## src/rtl/core/agbl_pkg.sv

```systemverilog
`timescale 1ns / 1ps
package agbl_pkg;

  // defaults for the top level parameters
  localparam int MAX_VERTICAL_STEPS_DEF   = 63;
  localparam int MAX_HORIZONTAL_STEPS_DEF = 63;
  localparam int GAIN_WIDTH_DEF           = 24;

  // fixed field widths
  localparam int STEPS_W = 6;
  localparam int INDEX_W = 6;
  localparam int ANGLE_W = 17;

  // angle * steps, then / 360 done as (>> 3) and multiply by reciprocal of 45
  localparam int PROD_W      = ANGLE_W + STEPS_W;
  localparam int PRE_SHIFT   = 3;
  localparam int QUOT_IN_W   = PROD_W - PRE_SHIFT;
  localparam int RECIP_W     = 21;
  localparam int RECIP_SHIFT = 26;
  localparam int RECIP_PROD_W = QUOT_IN_W + RECIP_W;
  // ceil(2^26 / 45); exact floor for every dividend below 2^20
  localparam logic [RECIP_W-1:0] RECIP_45 = 21'd1491309;

  // grid coordinate: 7 integer bits, 8 fractional bits
  localparam int FRAC_W   = 8;
  localparam int COORD_W  = 15;
  localparam int CELL_W   = COORD_W - FRAC_W;
  localparam int WEIGHT_W = FRAC_W + 1;
  localparam logic [WEIGHT_W-1:0] WEIGHT_ONE = 9'd256;

  // blend is in units of 2^-16; bias for round half up
  localparam int BLEND_SHIFT = 2 * FRAC_W;
  localparam int ROUND_BIAS  = 32768;

  // commands
  localparam logic CMD_WRITE  = 1'b0;
  localparam logic CMD_LOOKUP = 1'b1;

  // APB register map, word addressed
  localparam int APB_ADDR_W = 3;
  localparam int APB_DATA_W = 32;
  localparam int REG_IDX_W  = APB_ADDR_W - 2;
  localparam logic [REG_IDX_W-1:0] REG_VERTICAL   = 1'b0;
  localparam logic [REG_IDX_W-1:0] REG_HORIZONTAL = 1'b1;
  localparam logic [STEPS_W-1:0]   STEPS_RESET    = 6'd1;

  // result queue
  localparam int OQ_DEPTH = 4;
  localparam int OQ_PTR_W = 2;
  localparam int OQ_CNT_W = 3;

  typedef struct packed {
    logic                cmd;
    logic                oor;
    logic [INDEX_W-1:0]  row;
    logic [INDEX_W-1:0]  col;
    logic [CELL_W-1:0]   i;
    logic [CELL_W-1:0]   i1;
    logic [CELL_W-1:0]   j;
    logic [CELL_W-1:0]   j1;
    logic [WEIGHT_W-1:0] wi0;
    logic [WEIGHT_W-1:0] wi1;
    logic [WEIGHT_W-1:0] wj0;
    logic [WEIGHT_W-1:0] wj1;
  } agbl_item_t;

  typedef struct packed {
    logic valid;
    logic oor;
  } agbl_push_t;

  typedef struct packed {
    logic [OQ_CNT_W-1:0] count;
    logic [OQ_CNT_W-1:0] reserved;
    logic                space;
  } agbl_oq_stat_t;

endpackage

```

## src/rtl/core/agbl_chan_if.sv

```systemverilog


interface agbl_out_if #(
  parameter int GAIN_WIDTH = agbl_pkg::GAIN_WIDTH_DEF
);
  logic                         valid;
  logic                         ready;
  logic signed [GAIN_WIDTH-1:0] gain_value;
  logic                         out_of_range;

  modport source (
    output valid, gain_value, out_of_range,
    input  ready
  );
  modport sink (
    input  valid, gain_value, out_of_range,
    output ready
  );
endinterface

```

## src/rtl/core/agbl_outq.sv

```systemverilog
`timescale 1ns / 1ps
module agbl_outq #(
  parameter int GAIN_WIDTH = agbl_pkg::GAIN_WIDTH_DEF
) (
  input  logic                         clk,
  input  logic                         rst,
  input  agbl_pkg::agbl_push_t         push,
  input  logic signed [GAIN_WIDTH-1:0] push_gain,
  input  logic                         reserve,
  output agbl_pkg::agbl_oq_stat_t      stat,
  agbl_out_if.source                   out_ch
);

  logic signed [GAIN_WIDTH-1:0]   gain_q [agbl_pkg::OQ_DEPTH];
  logic                           oor_q  [agbl_pkg::OQ_DEPTH];
  logic [agbl_pkg::OQ_PTR_W-1:0]  wr_ptr;
  logic [agbl_pkg::OQ_PTR_W-1:0]  rd_ptr;
  logic [agbl_pkg::OQ_CNT_W-1:0]  count;
  logic [agbl_pkg::OQ_CNT_W-1:0]  reserved;
  logic                           pop;

  assign pop                = out_ch.valid && out_ch.ready;
  assign out_ch.valid       = count != '0;
  assign out_ch.gain_value  = gain_q[rd_ptr];
  assign out_ch.out_of_range = oor_q[rd_ptr];

  assign stat.count    = count;
  assign stat.reserved = reserved;
  // a slot is held from the lookup's entry until its result leaves
  assign stat.space    = reserved < agbl_pkg::OQ_CNT_W'(agbl_pkg::OQ_DEPTH);

  always_ff @(posedge clk) begin
    if (rst) begin
      wr_ptr   <= '0;
      rd_ptr   <= '0;
      count    <= '0;
      reserved <= '0;
    end else begin
      if (push.valid) begin
        wr_ptr <= wr_ptr + 1'b1;
      end
      if (pop) begin
        rd_ptr <= rd_ptr + 1'b1;
      end
      count    <= count + agbl_pkg::OQ_CNT_W'(push.valid) - agbl_pkg::OQ_CNT_W'(pop);
      reserved <= reserved + agbl_pkg::OQ_CNT_W'(reserve) - agbl_pkg::OQ_CNT_W'(pop);
    end
  end

  always_ff @(posedge clk) begin
    if (push.valid) begin
      gain_q[wr_ptr] <= push_gain;
      oor_q[wr_ptr]  <= push.oor;
    end
  end

endmodule

```

## src/flat_wrapper.sv

```systemverilog
// flat-port wrapper written by rule: the top's interface ports become plain ports
module agbl_outq_flat 
#(
  parameter int GAIN_WIDTH = agbl_pkg::GAIN_WIDTH_DEF
)
  (clk, rst, push, push_gain, reserve, stat, out_ch_valid, out_ch_gain_value, out_ch_out_of_range, out_ch_ready);
  agbl_out_if #(.GAIN_WIDTH(GAIN_WIDTH)) out_ch_i ();
  input  logic clk;
  input  logic rst;
  input  agbl_pkg::agbl_push_t push;
  input  logic signed [GAIN_WIDTH-1:0] push_gain;
  input  logic reserve;
  output agbl_pkg::agbl_oq_stat_t stat;
  output wire logic [$bits(out_ch_i.valid)-1:0] out_ch_valid;
  output wire logic [$bits(out_ch_i.gain_value)-1:0] out_ch_gain_value;
  output wire logic [$bits(out_ch_i.out_of_range)-1:0] out_ch_out_of_range;
  input wire logic [$bits(out_ch_i.ready)-1:0] out_ch_ready;
  assign out_ch_valid = out_ch_i.valid;
  assign out_ch_gain_value = out_ch_i.gain_value;
  assign out_ch_out_of_range = out_ch_i.out_of_range;
  assign out_ch_i.ready = out_ch_ready;
  agbl_outq #(.GAIN_WIDTH(GAIN_WIDTH)) u_core (.clk(clk), .rst(rst), .push(push), .push_gain(push_gain), .reserve(reserve), .stat(stat), .out_ch(out_ch_i));
endmodule
```

## config.mk

```make
export PLATFORM = sky130hd
export DESIGN_NAME = agbl_outq_flat
export DESIGN_NICKNAME = d
export VERILOG_FILES = /design/src/rtl/core/agbl_pkg.sv /design/src/rtl/core/agbl_chan_if.sv /design/src/rtl/core/agbl_outq.sv /design/src/flat_wrapper.sv
export SDC_FILE = /design/constraint.sdc
export NUM_CORES = 1
export LEC_CHECK = 0
export BUFFER_PORTS_ARGS = -buffer_cell sky130_fd_sc_hd__buf_2
export CAP_MARGIN = 20
export CELL_PAD_IN_SITES_DETAIL_PLACEMENT = 1
export CELL_PAD_IN_SITES_GLOBAL_PLACEMENT = 1
export CORE_UTILIZATION = 44
export CTS_CLUSTER_SIZE = 30
export DETAILED_ROUTE_END_ITERATION = 6
export GPL_ROUTABILITY_DRIVEN = 0
export PLACE_DENSITY = 0.73
export SLEW_MARGIN = 20
export SYNTH_ARGS = -nofsm -noshare
export SYNTH_HDL_FRONTEND = slang
export SYNTH_SLANG_ARGS = --single-unit
```

## constraint.sdc

```tcl
create_clock -name clk -period 2.3 [get_ports clk]
set_clock_uncertainty 0.2 [all_clocks]
set_input_delay 0.46 -clock clk [delete_from_list [all_inputs] [get_ports clk]]
set_output_delay 0.46 -clock clk [all_outputs]
set_load 0.02 [all_outputs]
```

==> results of run 1 <==
==> layer usage <==
metal	part of all wire	wire, um
met1	0.42	3240
met2	0.53	4040
met3	0.033	253
met4	0.018	140
met5	0	0
==> cells by family (layout without fill, tap and decap cells) <==
logic type      after synthesis  after routing  synth area share
compound gates                2              2           0.00410
xor+xnor                      3              3            0.0129
fa+ha+maj                    10             10            0.0328
buf+inv                      17            106            0.0252
flops                       112            112             0.758
mux                          29             29             0.146
simple gates                 17             17            0.0208
==> area by class of cell <==
cell class,count,area share
Sequential cell,112,0.619
Multi-Input combinational cell,61,0.176
Timing Repair Buffer,80,0.129
Tap cell,129,0.0307
Clock buffer,9,0.0236
Clock inverter,7,0.0148
Inverter,10,0.00714
==> power by group <==
| group | leakage [nW] | internal [mW] | switching [mW] | total [mW] |
|---|---|---|---|---|
| Sequential | 1.02 | 2.38 | 0.0756 | 2.46 |
| Clock | 0.100 | 0.514 | 0.666 | 1.18 |
| Combinational | 0.747 | 0.918 | 0.773 | 1.69 |
==> worst paths after layout <==
check / startpoint / endpoint / slack [ns]
max: register / out_ch_gain_value[21] / -0.03
min: push_gain[14] / u_core.gain_q[1][14]$_DFFE_PP_ / 0.10
max reg2reg: u_core.count[0]$_SDFF_PP0_ / u_core.reserved[2]$_SDFF_PP0_ / 0.07
min reg2reg: u_core.wr_ptr[1]$_SDFFE_PP0P_ / u_core.wr_ptr[1]$_SDFFE_PP0P_ / 0.37
==> synth_stat cells, types with 3 or more instances <==
master / instances / area [um^2]
mux2_2: 3 / 33.8
mux4_1: 5 / 131
edfxtp_1: 100 / 3000
ha_1: 8 / 100
mux4_2: 20 / 450
and2_1: 4 / 25.0
dfxtp_1: 12 / 240
nor2_1: 7 / 26.3
inv_1: 10 / 37.5
nor2b_1: 5 / 31.3
==> sequential cells by signal, indices dropped and copies added, names as in the netlist, named ones only <==
| name | count |
|---|---|
| u_core.count | 3 |
| u_core.gain_q | 96 |
| u_core.wr_ptr | 2 |
| u_core.rd_ptr | 2 |
| u_core.reserved | 3 |
| u_core.oor_q | 4 |
==> metrics by stage <==
stage | util | TNS, ns | worst slack [ns] | total power, mW
2_1_floorplan | - | 0 | 0.0202 | 3.44
3_3_place_gp | 0.513 | 0 | 0.0428 | 3.77
3_5_place_dp | 0.513 | -0.0133 | -0.0133 | 3.81
4_1_cts | 0.551 | -1.26 | -0.0869 | 5.25
5_1_grt | 0.564 | -1.56 | -0.0877 | 5.59
6_report | 0.564 | -0.216 | -0.0270 | 5.33
==> timing repair <==
item	4_1_cts	5_1_grt
endpoints found under the hold margin	0	0
resized for setup	26	40
setup buffers	2	2
cloned	3	0
pin swaps	0	2
setup endpoints to repair	25	27
==> flow_summary.toml, run 1 <==
[sta]
fin_crit_ns = 2.33
slew_violations = 0
fmax_mhz = 430
tightest_slew_ns = 0.486
rsz0062_at_grt = "yes"
finalWorstSetupSlack_ns = -0.0270
whs_ns = 0.102
period_share = 1.01
hold_viol = 0
finalSetupViolCount = 18
slew_headroom = 0.672

[placed_design]
port_buffers = 62
hpwl_um = 4770
place_area_mm2 = 0.00478
dp_cells = 386

[route]
drt_iter0_markers = 76
wire_per_inst_um = 18.8
antenna_left = 0
drc = 0
viasPerCell = 5.06
routed_wl_um = 7680
vias = 2065
firstDrtPassIters = 4

[worst_hold_path]
hold_class = "in2reg"
hold_path_depth = 1

[layout]
final_cell_mix = "100 x edfxtp_1, 38 x buf_2, 26 x buf_6"
final_nets = 314
regArea_mm2 = 0.00326
n_antenna_cell = 0
final_common_cell = "edfxtp_1"
stdcell_area_mm2 = 0.00526
multiInputGateArea_um2 = 926
layoutNonFillerInstCount = 408
area_delta_synth_final_pct = 22.9
fill_cells = 849
layout-drive-gt1-share = 0.470

[floorplan]
rows = 35
chipHeight_um = 101
die_w_um = 101
start_util = 0.459
core_mm2 = 0.00933
dieArea_mm2 = 0.0101
pin_count = 63

[setup_path]
crit_cells = 4
end_kind = "output pin"
worstSetupPathType = "reg2out"
cp_data_required_time_ns = 1.64
cp_max_fo = 6
critical_path.max_stage_delay_ns = 0.51
slowest_stage = "mux4_2"
reg2reg_depth = 7
crit_buf_inv = 3
critPathLaunchType = "register"
crit_chain = "buf_12, buf_16, mux4_2, buf_6"
critPathArrivalTime_ns = 1.67
crit_family = "multiplexers"

[logic_synthesis]
synth_edf_count = 100
async_flop_share = 0
yosysUniqueCellTypes = 23
ys.flop_type = "edfxtp_1"
ys_ff_latch = 112
yosysWarnings = 0
synth_nets = 230
synth_area_per_cell_um2 = 22.5
postSynthCellCount = 190
ys_seq_area_frac = 0.758
syn-cell-area_mm2 = 0.00428

[outcome]
status = "finished with violations"
violations = "negative setup slack"

[global_routing]
grt_max_degree = 26
grt_pass1_vias = 2181
grt_pass1_wl_um = 11700
grt_use_total = 0.164
use_met3 = 0.0326
grt_use_met2 = 0.280
grt_antenna_before_repair = 0
grt_busiest_layer = "met2"
grt-ovfl-total = 0
grtUsageMet1 = 0.202

[clock_network]
clk_latency_ns = 0.36
clkSlewWorstSetupHoldPaths_ns = 0.11
postCtsHoldBufs = 0
cts_buffer_depth = 2
cts_buffers = 9
cts_tree = "done"
clock-sinks = 112
cts_max_level = 3
cts-root-buf = "clkbuf_8"

[run]
maxCapViolations = 0

[power]
ir_drop_uv = 563
p_per_area_mw_per_mm2 = 1010
leakage_nw = 1.87
Power figures use the tool's default switching activity.
==> run 2: changes to the inputs <==
==> constraint.sdc (replaced) <==
create_clock -name clk -period 2.3 [get_ports clk]
set_clock_uncertainty 0.2 [all_clocks]
set_input_delay 0.115 -clock clk [delete_from_list [all_inputs] [get_ports clk]]
set_output_delay 0.115 -clock clk [all_outputs]
set_load 0.02 [all_outputs]
==> run 2 against run 1 <==
Compared with the run above: the flow now finishes without violations; largest power group unchanged; clock power fell by 13%; core utilization is 0.13 points lower; flip-flop and latch count did not move; critical endpoint is now u_core.count[1]$_SDFF_PP0_; highest routed layer unchanged; worst hold slack improved by 0.19 ns.
==> flow_summary.toml, run 2 (synthesis gave the netlist of run 1 again) <==
[outcome]
status = "completed"

[global_routing]
grt_use_total = 0.171
grt_antenna_before_repair = 0
grt_max_degree = 26
grt_pass1_vias = 2260
grt-ovfl-total = 0
grt_pass1_wl_um = 12300

[floorplan]
dieArea_mm2 = 0.0101
start_util = 0.459
chipHeight_um = 101
die_w_um = 101
pin_count = 63
core_mm2 = 0.00933
rows = 35

[layout]
stdcell_area_mm2 = 0.00525
top_regs = "u_core.gain_q: 96 flops, u_core.oor_q: 4 flops"
final_common_cell = "edfxtp_1"
multiInputGateArea_um2 = 930
final_nets = 336
area_delta_synth_final_pct = 22.6
final_cell_mix = "100 x edfxtp_1, 62 x buf_2, 29 x dlygate4sd3_1"
layout-drive-gt1-share = 0.385
fill_cells = 855
regMostFlops = "u_core.gain_q"
regArea_mm2 = 0.00325
largest_register_ff_count = 96
n_antenna_cell = 0

[route]
antenna_left = 0
vias = 2129
drt_iter0_markers = 56
viasPerCell = 4.95
routed_wl_um = 7960
wire_per_inst_um = 18.5
firstDrtPassIters = 4
drc = 0

[sta]
period_share = 0.949
slew_violations = 0
finalWorstSetupSlack_ns = 0.116
setup-tns-final_ns = 0
tightest_slew_ns = 0.423
rsz0062_at_grt = "no"
fmax_mhz = 458
fin_crit_ns = 2.18
whs_ns = 0.295
slew_headroom = 0.715
hold_viol = 0
finalSetupViolCount = 0

[setup_path]
crit_chain = "o31a_1, buf_4, ha_1, inv_1, ha_1, inv_1, fa_2, nor2_1"
end_kind = "register"
crit_buf_inv = 3
cp_max_fo = 3
critPathLaunchType = "register"
cp_data_required_time_ns = 2.36
worstSetupPathType = "reg2reg"
critPathArrivalTime_ns = 2.25
crit_family = "adder cells"
slowest_stage = "fa_2"
r2r_end = "u_core.count[1]$_SDFF_PP0_"
reg2reg_depth = 8
critical_path.max_stage_delay_ns = 0.53
r2r_start = "u_core.count[1]$_SDFF_PP0_"
crit_cells = 8
r2r_setup_slack_ns = 0.12

[power]
ir_drop_uv = 560
leakage_nw = 1.88
p_per_area_mw_per_mm2 = 921

[clock_network]
clk_latency_ns = 0.37
clkSlewWorstSetupHoldPaths_ns = 0.10
cts_max_level = 3
cts-root-buf = "clkbuf_8"
cts_tree = "done"
clock-sinks = 112
cts_buffers = 9
cts_buffer_depth = 2

[placed_design]
port_buffers = 62
hpwl_um = 4910
place_ws_ns = 0.0450
place_area_mm2 = 0.00477

[worst_hold_path]
min_from = "push_gain[2]"
hold_path_depth = 2
hold_class = "in2reg"
hold_end = "u_core.gain_q[2][2]$_DFFE_PP_"

[run]
maxCapViolations = 0
==> run 2: cell types whose count changed in the layout (fill, tap and decap cells not counted), moves of 3 or more <==
cell           change
dfxtp_4            -3
dfxtp_2            +3
mux4_2             -5
dlygate4sd3_1     +29
buf_16             -3
mux4_1             +5
buf_6             -26
buf_2             +24
==> run 2: how the worst max path moves through the flow <==
| stage | start | end | slack [ns] |
|---|---|---|---|
| finish | u_core.count[1]$_SDFF_PP0_ | u_core.count[1]$_SDFF_PP0_ | 0.12 |
| CTS | u_core.count[2]$_SDFF_PP0_ | u_core.reserved[2]$_SDFF_PP0_ | 0.03 |
| detailed placement | u_core.count[2]$_SDFF_PP0_ | u_core.reserved[2]$_SDFF_PP0_ | 0.05 |
| floorplan | u_core.count[0]$_SDFF_PP0_ | u_core.reserved[2]$_SDFF_PP0_ | 0.02 |
| global route | u_core.count[1]$_SDFF_PP0_ | u_core.count[2]$_SDFF_PP0_ | 0.03 |
| global placement | u_core.count[2]$_SDFF_PP0_ | u_core.reserved[2]$_SDFF_PP0_ | 0.09 |
==> run 2: report_power, final <==
| group | internal [mW] | switching [mW] |
|---|---|---|
| clock | 0.392 | 0.637 |
| combinational | 0.648 | 0.714 |
| sequential | 2.37 | 0.0679 |
| total | 3.41 | 1.42 |
==> run 2: area by class of cell <==
cell class                 count  area share
sequential                   112       0.619
multi-input combinational     61       0.177
timing repair buffer         102       0.133
tap                          129      0.0308
clock buffer                   9      0.0236
clock inverter                 7     0.00930
inverter                      10     0.00716
==> run 2: layer usage <==
layer | vias to the layer above | part of all wire | wire length, um | GRT usage
li1 | 974 | - | - | -
met1 | 1096 | 0.45 | 3570 | 0.216
met2 | 50 | 0.50 | 4000 | 0.286
met3 | 9 | 0.032 | 258 | 0.0458
met4 | 0 | 0.016 | 129 | 0.0591
met5 | - | 0 | 0 | 0
==> run 2: through the flow <==
| step | util | cells | total power [mW] |
|---|---|---|---|
| final | 0.562 | 430 | 4.83 |
| after global routing | 0.562 | 430 | 5.07 |
| after CTS | 0.561 | 429 | 4.87 |
| after detailed placement | 0.511 | 384 | 3.81 |
| after global placement | 0.511 | 384 | 3.77 |
| after floorplan | - | 190 | 3.44 |
==> run 2: timing repair <==
action / 4_1_cts / 5_1_grt
hold buffers: 29 / 0
resized for setup: 0 / 3
setup buffers: 0 / 1
endpoints found under the hold margin: 110 / 0
setup endpoints to repair: 0 / 2
