**config.mk**
```make
export PLATFORM = sky130hd
export DESIGN_NAME = agbl_scale_flat
export DESIGN_NICKNAME = d
export VERILOG_FILES = /design/src/rtl/core/agbl_pkg.sv /design/src/rtl/core/agbl_chan_if.sv /design/src/rtl/core/agbl_scale.sv /design/src/flat_wrapper.sv
export SDC_FILE = /design/constraint.sdc
export NUM_CORES = 1
export LEC_CHECK = 0
export BUFFER_PORTS_ARGS = -buffer_cell sky130_fd_sc_hd__buf_2
export CORE_ASPECT_RATIO = 0.5
export CORE_UTILIZATION = 35
export DETAILED_ROUTE_END_ITERATION = 8
export PLACE_DENSITY_LB_ADDON = 0.08
export SLEW_MARGIN = 20
export SYNTH_ARGS = -nofsm -noshare
export SYNTH_HDL_FRONTEND = slang
export SYNTH_SLANG_ARGS = --single-unit
```
**constraint.sdc**
```tcl
create_clock -name clk -period 6.2 [get_ports clk]
set_input_delay 0 -clock clk [delete_from_list [all_inputs] [get_ports clk]]
set_output_delay 0 -clock clk [all_outputs]
set_load 0.01 [all_outputs]
```
**src/rtl/core/agbl_pkg.sv**
```systemverilog
`timescale 1ns / 1ps
package agbl_pkg;

  // defaults for the top level parameters
  localparam int MAX_VERTICAL_STEPS_DEF   = 63;
  localparam int MAX_HORIZONTAL_STEPS_DEF = 63;
  localparam int GAIN_WIDTH_DEF           = 24;

  // fixed field widths
  localparam int STEPS_W = 6;
  localparam int INDEX_W = 6;
  localparam int ANGLE_W = 17;

  // angle * steps, then / 360 done as (>> 3) and multiply by reciprocal of 45
  localparam int PROD_W      = ANGLE_W + STEPS_W;
  localparam int PRE_SHIFT   = 3;
  localparam int QUOT_IN_W   = PROD_W - PRE_SHIFT;
  localparam int RECIP_W     = 21;
  localparam int RECIP_SHIFT = 26;
  localparam int RECIP_PROD_W = QUOT_IN_W + RECIP_W;
  // ceil(2^26 / 45); exact floor for every dividend below 2^20
  localparam logic [RECIP_W-1:0] RECIP_45 = 21'd1491309;

  // grid coordinate: 7 integer bits, 8 fractional bits
  localparam int FRAC_W   = 8;
  localparam int COORD_W  = 15;
  localparam int CELL_W   = COORD_W - FRAC_W;
  localparam int WEIGHT_W = FRAC_W + 1;
  localparam logic [WEIGHT_W-1:0] WEIGHT_ONE = 9'd256;

  // blend is in units of 2^-16; bias for round half up
  localparam int BLEND_SHIFT = 2 * FRAC_W;
  localparam int ROUND_BIAS  = 32768;

  // commands
  localparam logic CMD_WRITE  = 1'b0;
  localparam logic CMD_LOOKUP = 1'b1;

  // APB register map, word addressed
  localparam int APB_ADDR_W = 3;
  localparam int APB_DATA_W = 32;
  localparam int REG_IDX_W  = APB_ADDR_W - 2;
  localparam logic [REG_IDX_W-1:0] REG_VERTICAL   = 1'b0;
  localparam logic [REG_IDX_W-1:0] REG_HORIZONTAL = 1'b1;
  localparam logic [STEPS_W-1:0]   STEPS_RESET    = 6'd1;

  // result queue
  localparam int OQ_DEPTH = 4;
  localparam int OQ_PTR_W = 2;
  localparam int OQ_CNT_W = 3;

  typedef struct packed {
    logic                cmd;
    logic                oor;
    logic [INDEX_W-1:0]  row;
    logic [INDEX_W-1:0]  col;
    logic [CELL_W-1:0]   i;
    logic [CELL_W-1:0]   i1;
    logic [CELL_W-1:0]   j;
    logic [CELL_W-1:0]   j1;
    logic [WEIGHT_W-1:0] wi0;
    logic [WEIGHT_W-1:0] wi1;
    logic [WEIGHT_W-1:0] wj0;
    logic [WEIGHT_W-1:0] wj1;
  } agbl_item_t;

  typedef struct packed {
    logic valid;
    logic oor;
  } agbl_push_t;

  typedef struct packed {
    logic [OQ_CNT_W-1:0] count;
    logic [OQ_CNT_W-1:0] reserved;
    logic                space;
  } agbl_oq_stat_t;

endpackage

```
**src/rtl/core/agbl_chan_if.sv**
```systemverilog
`timescale 1ns / 1ps
interface agbl_in_if #(
  parameter int GAIN_WIDTH = agbl_pkg::GAIN_WIDTH_DEF
);
  logic                              valid;
  logic                              ready;
  logic                              command;
  logic [agbl_pkg::INDEX_W-1:0]      row_index;
  logic [agbl_pkg::INDEX_W-1:0]      column_index;
  logic signed [GAIN_WIDTH-1:0]      entry_value;
  logic [agbl_pkg::ANGLE_W-1:0]      theta_angle;
  logic [agbl_pkg::ANGLE_W-1:0]      phi_angle;

  modport source (
    output valid, command, row_index, column_index, entry_value, theta_angle, phi_angle,
    input  ready
  );
  modport sink (
    input  valid, command, row_index, column_index, entry_value, theta_angle, phi_angle,
    output ready
  );
endinterface


```
**src/rtl/core/agbl_scale.sv**
```systemverilog
`timescale 1ns / 1ps
module agbl_scale #(
  parameter int MAX_VERTICAL_STEPS   = agbl_pkg::MAX_VERTICAL_STEPS_DEF,
  parameter int MAX_HORIZONTAL_STEPS = agbl_pkg::MAX_HORIZONTAL_STEPS_DEF,
  parameter int GAIN_WIDTH           = agbl_pkg::GAIN_WIDTH_DEF
) (
  input  logic                            clk,
  input  logic                            rst,
  agbl_in_if.sink                         in_ch,
  input  logic [agbl_pkg::STEPS_W-1:0]    vertical_steps,
  input  logic [agbl_pkg::STEPS_W-1:0]    horizontal_steps,
  output logic                            out_valid,
  input  logic                            out_ready,
  output agbl_pkg::agbl_item_t            out_item,
  output logic signed [GAIN_WIDTH-1:0]    out_value
);

  // stage 1: angle * steps
  logic                           s1_valid;
  logic                           s1_cmd;
  logic [agbl_pkg::INDEX_W-1:0]   s1_row;
  logic [agbl_pkg::INDEX_W-1:0]   s1_col;
  logic signed [GAIN_WIDTH-1:0]   s1_value;
  logic [agbl_pkg::PROD_W-1:0]    s1_tprod;
  logic [agbl_pkg::PROD_W-1:0]    s1_pprod;

  // stage 2: divide by 360
  logic                           s2_valid;
  logic                           s2_cmd;
  logic [agbl_pkg::INDEX_W-1:0]   s2_row;
  logic [agbl_pkg::INDEX_W-1:0]   s2_col;
  logic signed [GAIN_WIDTH-1:0]   s2_value;
  logic [agbl_pkg::COORD_W-1:0]   s2_ts;
  logic [agbl_pkg::COORD_W-1:0]   s2_ps;

  logic [agbl_pkg::RECIP_PROD_W-1:0] tq;
  logic [agbl_pkg::RECIP_PROD_W-1:0] pq;

  // stage 3: cell, weights, range check
  logic                           s1_ready;
  logic                           s2_ready;
  logic                           s3_ready;
  logic [agbl_pkg::FRAC_W-1:0]    fi;
  logic [agbl_pkg::FRAC_W-1:0]    fj;
  agbl_pkg::agbl_item_t           s3_next;

  assign s3_ready    = !out_valid || out_ready;
  assign s2_ready    = !s2_valid || s3_ready;
  assign s1_ready    = !s1_valid || s2_ready;
  assign in_ch.ready = s1_ready;

  always_ff @(posedge clk) begin
    if (rst) begin
      s1_valid  <= 1'b0;
      s2_valid  <= 1'b0;
      out_valid <= 1'b0;
    end else begin
      if (s1_ready) begin
        s1_valid <= in_ch.valid;
      end
      if (s2_ready) begin
        s2_valid <= s1_valid;
      end
      if (s3_ready) begin
        out_valid <= s2_valid;
      end
    end
  end

  always_ff @(posedge clk) begin
    if (s1_ready) begin
      s1_cmd   <= in_ch.command;
      s1_row   <= in_ch.row_index;
      s1_col   <= in_ch.column_index;
      s1_value <= in_ch.entry_value;
      s1_tprod <= agbl_pkg::PROD_W'(in_ch.theta_angle) * agbl_pkg::PROD_W'(vertical_steps);
      s1_pprod <= agbl_pkg::PROD_W'(in_ch.phi_angle) * agbl_pkg::PROD_W'(horizontal_steps);
    end
  end

  assign tq = agbl_pkg::RECIP_PROD_W'(s1_tprod[agbl_pkg::PROD_W-1:agbl_pkg::PRE_SHIFT]) *
              agbl_pkg::RECIP_PROD_W'(agbl_pkg::RECIP_45);
  assign pq = agbl_pkg::RECIP_PROD_W'(s1_pprod[agbl_pkg::PROD_W-1:agbl_pkg::PRE_SHIFT]) *
              agbl_pkg::RECIP_PROD_W'(agbl_pkg::RECIP_45);

  always_ff @(posedge clk) begin
    if (s2_ready) begin
      s2_cmd   <= s1_cmd;
      s2_row   <= s1_row;
      s2_col   <= s1_col;
      s2_value <= s1_value;
      s2_ts    <= tq[agbl_pkg::RECIP_SHIFT +: agbl_pkg::COORD_W];
      s2_ps    <= pq[agbl_pkg::RECIP_SHIFT +: agbl_pkg::COORD_W];
    end
  end

  assign fi = s2_ts[agbl_pkg::FRAC_W-1:0];
  assign fj = s2_ps[agbl_pkg::FRAC_W-1:0];

  always_comb begin
    s3_next     = '0;
    s3_next.cmd = s2_cmd;
    s3_next.row = s2_row;
    s3_next.col = s2_col;
    s3_next.i   = s2_ts[agbl_pkg::COORD_W-1:agbl_pkg::FRAC_W];
    s3_next.j   = s2_ps[agbl_pkg::COORD_W-1:agbl_pkg::FRAC_W];
    // on a grid line the far neighbor collapses onto the near one
    s3_next.i1  = s3_next.i + agbl_pkg::CELL_W'(fi != '0);
    s3_next.j1  = s3_next.j + agbl_pkg::CELL_W'(fj != '0);
    s3_next.oor = (32'(s3_next.i1) > 32'(vertical_steps)) ||
                  (32'(s3_next.i1) > MAX_VERTICAL_STEPS) ||
                  (32'(s3_next.j1) > 32'(horizontal_steps)) ||
                  (32'(s3_next.j1) > MAX_HORIZONTAL_STEPS);
    s3_next.wi1 = agbl_pkg::WEIGHT_W'(fi);
    s3_next.wi0 = agbl_pkg::WEIGHT_ONE - agbl_pkg::WEIGHT_W'(fi);
    s3_next.wj1 = agbl_pkg::WEIGHT_W'(fj);
    s3_next.wj0 = agbl_pkg::WEIGHT_ONE - agbl_pkg::WEIGHT_W'(fj);
  end

  always_ff @(posedge clk) begin
    if (s3_ready) begin
      out_item  <= s3_next;
      out_value <= s2_value;
    end
  end

endmodule

```
**src/flat_wrapper.sv**
```systemverilog
// flat-port wrapper written by rule: the top's interface ports become plain ports
module agbl_scale_flat 
#(
  parameter int MAX_VERTICAL_STEPS   = agbl_pkg::MAX_VERTICAL_STEPS_DEF,
  parameter int MAX_HORIZONTAL_STEPS = agbl_pkg::MAX_HORIZONTAL_STEPS_DEF,
  parameter int GAIN_WIDTH           = agbl_pkg::GAIN_WIDTH_DEF
)
  (clk, rst, vertical_steps, horizontal_steps, out_valid, out_ready, out_item, out_value, in_ch_valid, in_ch_command, in_ch_row_index, in_ch_column_index, in_ch_entry_value, in_ch_theta_angle, in_ch_phi_angle, in_ch_ready);
  agbl_in_if #(.GAIN_WIDTH(GAIN_WIDTH)) in_ch_i ();
  input  logic clk;
  input  logic rst;
  input  logic [agbl_pkg::STEPS_W-1:0] vertical_steps;
  input  logic [agbl_pkg::STEPS_W-1:0] horizontal_steps;
  output logic out_valid;
  input  logic out_ready;
  output agbl_pkg::agbl_item_t out_item;
  output logic signed [GAIN_WIDTH-1:0] out_value;
  input wire logic [$bits(in_ch_i.valid)-1:0] in_ch_valid;
  input wire logic [$bits(in_ch_i.command)-1:0] in_ch_command;
  input wire logic [$bits(in_ch_i.row_index)-1:0] in_ch_row_index;
  input wire logic [$bits(in_ch_i.column_index)-1:0] in_ch_column_index;
  input wire logic [$bits(in_ch_i.entry_value)-1:0] in_ch_entry_value;
  input wire logic [$bits(in_ch_i.theta_angle)-1:0] in_ch_theta_angle;
  input wire logic [$bits(in_ch_i.phi_angle)-1:0] in_ch_phi_angle;
  output wire logic [$bits(in_ch_i.ready)-1:0] in_ch_ready;
  assign in_ch_i.valid = in_ch_valid;
  assign in_ch_i.command = in_ch_command;
  assign in_ch_i.row_index = in_ch_row_index;
  assign in_ch_i.column_index = in_ch_column_index;
  assign in_ch_i.entry_value = in_ch_entry_value;
  assign in_ch_i.theta_angle = in_ch_theta_angle;
  assign in_ch_i.phi_angle = in_ch_phi_angle;
  assign in_ch_ready = in_ch_i.ready;
  agbl_scale #(.MAX_VERTICAL_STEPS(MAX_VERTICAL_STEPS), .MAX_HORIZONTAL_STEPS(MAX_HORIZONTAL_STEPS), .GAIN_WIDTH(GAIN_WIDTH)) u_core (.clk(clk), .rst(rst), .in_ch(in_ch_i), .vertical_steps(vertical_steps), .horizontal_steps(horizontal_steps), .out_valid(out_valid), .out_ready(out_ready), .out_item(out_item), .out_value(out_value));
endmodule
```
==> reports/summary.txt <==
Primary flip-flop cell chosen by synthesis mapping -> sky130_fd_sc_hd__edfxtp_1
Number of search-and-repair iterations in the first detailed-routing pass -> 4
Peak clock frequency supported by timing -> 159.8 MHz
Post-layout worst setup margin -> -0.05676 ns
Worst-skew pair later-pin latency -> 0.60 ns
Commonest cells in the netlist -> sky130_fd_sc_hd__inv_1, sky130_fd_sc_hd__ha_1, sky130_fd_sc_hd__fa_1
Count of standard-cell rows -> 70
Transition time at the pin with the least slew margin -> 0.8512 ns
RSZ-0062 raised after global routing -> true
Type of element launching the critical path -> register
Initial Utilization -> 35.86%
Data arrival at the endpoint of the critical path -> 6.58 ns
Post-route ant nets -> 0
Depth of the CTS H-tree -> 1
Vias post-DR -> 16.98k
Iteration-0 DRC Markers -> 587
Register-to-register path setup slack -> -0.06 ns
Area grow syn2layout -> 17.24%
Clock tree from TritonCTS -> built
DRC violation count after routing -> 0
Die area -> 77,080 um^2
I/O Pins -> 191
Detail-routed net length per standard cell -> 16.53 um
Final count of negative-setup-slack endpoints -> 2
Final Cycle Share -> 100.9%
Worst r2r path cells -> 23
Final hold violations -> 0
Placeable core region -> 74,100 um^2
End point of the most critical hold path -> u_core.s1_pprod[3]
Slew headroom -> 43.26%
Clock Path Buffers -> 3
Violations in the final reports -> setup timing
CTS clock-pin slew for the worst setup and hold paths -> 0.08 ns
Largest net degree at the start of global routing -> 58
WP data required -> 6.53 ns
Share of the synthesized area in the top cell type -> 27.35%
Post-synthesis instance area -> 26,570 um^2
Synth area leaders -> sky130_fd_sc_hd__edfxtp_1, sky130_fd_sc_hd__fa_1, sky130_fd_sc_hd__ha_1
FFs w/ async S/R, synth -> 0%
Cell taking the most area after synthesis -> sky130_fd_sc_hd__edfxtp_1
Half-perimeter wire length after placement -> 51.98 mm
WHS Path Cells -> 4
Post-route worst hold slack -> 0.09681 ns
Root buf cell -> sky130_fd_sc_hd__clkbuf_16
Worst R2R End -> u_core.s2_ts[11]
Max FO, Critical Path -> 5
Count of flip-flops with a built-in enable after synthesis -> 242
Kind of critical path -> register to register
Count of buffers from port buffering -> 188
GP Congestion -> 0.8377
Post-Synthesis Cells -> 2,358
First-pass GRT wire length -> 97.75 mm
Antenna violations before repair -> 0
Number of distinct library cells after synthesis -> 67
Post-synthesis area per instance -> 11.27 um^2
Seq/Total Area, Yosys -> 27.58%
Net count, final -> 3,592
CP endpoint kind -> register
Type of the worst min-delay path -> primary input to register
Max Cap Violations -> 0
TritonCTS buffer count -> 27
WL final -> 61.60 mm
Die boundary width -> 391.6 um
Overall global routing resource usage -> 16.19%
Die Ht -> 196.8 um
Worst Clk Skew -> 0.02158 ns
Count of inserted antenna diode cells -> 0
Number of clock sinks -> 245
Final max-slew violation count -> 0
Startpoint of the most critical hold path -> in_ch_phi_angle[1]
Fraction of layout instances using a drive strength above 1 -> 15.08%
DR vias/cell -> 4.555
Run status -> finished, violations left
Yosys warning total -> 0
Beginning of the worst register-to-register path -> u_core.s1_tprod[14]
Gr ovfl total -> 0
Tmin final -> 6.257 ns
Via count of the first global-routing pass -> 18.13k
Seq cells post-synth -> 245
Most common cell in the synthesized netlist -> sky130_fd_sc_hd__inv_1
==> routing by layer <==
| layer | vias up | wire, um | global-route usage [%] |
|---|---|---|---|
| li1 | 8403 | - | - |
| met3 | 50 | 1613 | 2.010 |
| met1 | 8374 | 29730 | 22.54 |
| met2 | 149 | 29320 | 27.38 |
| met5 | - | 0 | 0 |
| met4 | 0 | 936 | 2.677 |
==> what timing repair did <==
| action | in CTS | in global routing |
|---|---|---|
| hold buffers | 43 | 0 |
| resized for setup | 10 | 66 |
| buffers inserted | 3 | 25 |
| setup endpoints to repair | 10 | 23 |
| hold endpoints to repair | 42 | 0 |
| pin swaps | 6 | 24 |
==> state kept, by name (all words and copies together), names as in the netlist, 6 cells and up <==
register and cells:
u_core.out_item 74, u_core.out_value 24, u_core.s1_value 24, u_core.s2_value 24, u_core.s1_pprod 20, u_core.s1_tprod 20
u_core.s2_ps 15, u_core.s2_ts 15, u_core.s1_col 6, u_core.s1_row 6, u_core.s2_col 6, u_core.s2_row 6
==> worst max-delay path, cell delays in order, from the launching register on <==
cell	delay, ns
sky130_fd_sc_hd__edfxtp_1	0.41
sky130_fd_sc_hd__buf_4	0.16
sky130_fd_sc_hd__ha_4	0.16
sky130_fd_sc_hd__fa_1	0.55
sky130_fd_sc_hd__inv_1	0.05
sky130_fd_sc_hd__fa_1	0.49
sky130_fd_sc_hd__inv_2	0.04
sky130_fd_sc_hd__fa_1	0.52
sky130_fd_sc_hd__fa_1	0.44
sky130_fd_sc_hd__fa_1	0.49
sky130_fd_sc_hd__inv_1	0.05
sky130_fd_sc_hd__fa_1	0.49
sky130_fd_sc_hd__inv_2	0.05
sky130_fd_sc_hd__ha_4	0.21
sky130_fd_sc_hd__buf_6	0.13
sky130_fd_sc_hd__a21oi_2	0.14
sky130_fd_sc_hd__a21oi_2	0.07
sky130_fd_sc_hd__a311o_1	0.36
sky130_fd_sc_hd__a211oi_4	0.27
sky130_fd_sc_hd__nor4_4	0.08
sky130_fd_sc_hd__buf_4	0.17
sky130_fd_sc_hd__or2_4	0.26
sky130_fd_sc_hd__a311oi_2	0.30
sky130_fd_sc_hd__xnor2_1	0.10
==> cell families after synthesis <==
group | count (synthesis) | synth area share (%)
adders and majority gates | 804 | 48.09
muxes | 1 | 0.03768
xor gates and xnor gates | 84 | 2.769
AOI/OAI and AO/OA | 236 | 5.986
other | 1 | 0.01411
and+or+nand+nor | 415 | 7.384
buffers and inverters | 572 | 8.138
DFF | 245 | 27.58
==> layout make-up <==
cell class,instances,area [um^2]
multi-input cells,1542,17500
flip-flops and latches,245,7327
repair buffers,337,2186
clock buffers,32,694.4
well taps,1008,1261
inverters,548,2061
fillers,7315,42950
clock inverters,15,120.1
==> worst max path at each step <==
stage | from | end | slack, ns | depth (start not counted)
detailed placement | u_core.s1_tprod[12] | u_core.s2_ts[8] | -0.24 | 20
global placement | u_core.s1_tprod[12] | u_core.s2_ts[8] | -0.14 | 20
global route | u_core.s1_tprod[12] | u_core.s2_ts[11] | -0.20 | 22
CTS | u_core.s1_pprod[16] | u_core.s2_ps[14] | -0.008 | 20
finish | u_core.s1_tprod[14] | u_core.s2_ts[11] | -0.06 | 23
floorplan | u_core.s1_pprod[14] | u_core.s2_ps[14] | 0.24 | 18
==> stage by stage <==
stage / setup TNS [ns] / instances / setup slack (ns) / utilization (%) / area [um^2]
floorplan: 0 / 2359 / 0.2427 / - / 26570
global placement: -0.4853 / 3610 / -0.1359 / 39.51 / 29270
detailed placement: -1.270 / 3610 / -0.2369 / 39.51 / 29270
CTS: -0.008063 / 3703 / -0.008063 / 41.30 / 30600
global route: -1.012 / 3727 / -0.2036 / 42.04 / 31150
finish: -0.05696 / 3727 / -0.05676 / 42.04 / 31150
==> placed cells by master, fill, tap and decap left out, types with 43 or more instances in the layout <==
| cell | synthesis | routed |
|---|---|---|
| sky130_fd_sc_hd__a21o_1 | 44 | 44 |
| sky130_fd_sc_hd__a21oi_1 | 72 | 67 |
| sky130_fd_sc_hd__and2_1 | 46 | 44 |
| sky130_fd_sc_hd__buf_2 | 0 | 188 |
| sky130_fd_sc_hd__buf_4 | 4 | 101 |
| sky130_fd_sc_hd__dlygate4sd3_1 | 0 | 43 |
| sky130_fd_sc_hd__edfxtp_1 | 242 | 242 |
| sky130_fd_sc_hd__fa_1 | 362 | 355 |
| sky130_fd_sc_hd__ha_1 | 442 | 422 |
| sky130_fd_sc_hd__inv_1 | 548 | 542 |
| sky130_fd_sc_hd__nand2_1 | 200 | 198 |
| sky130_fd_sc_hd__nor2_1 | 48 | 47 |
| sky130_fd_sc_hd__xnor2_1 | 54 | 54 |
Power is left out: the tool's default activity adds up to more than one toggle a clock period on the data nets, which glitch-free logic cannot reach.
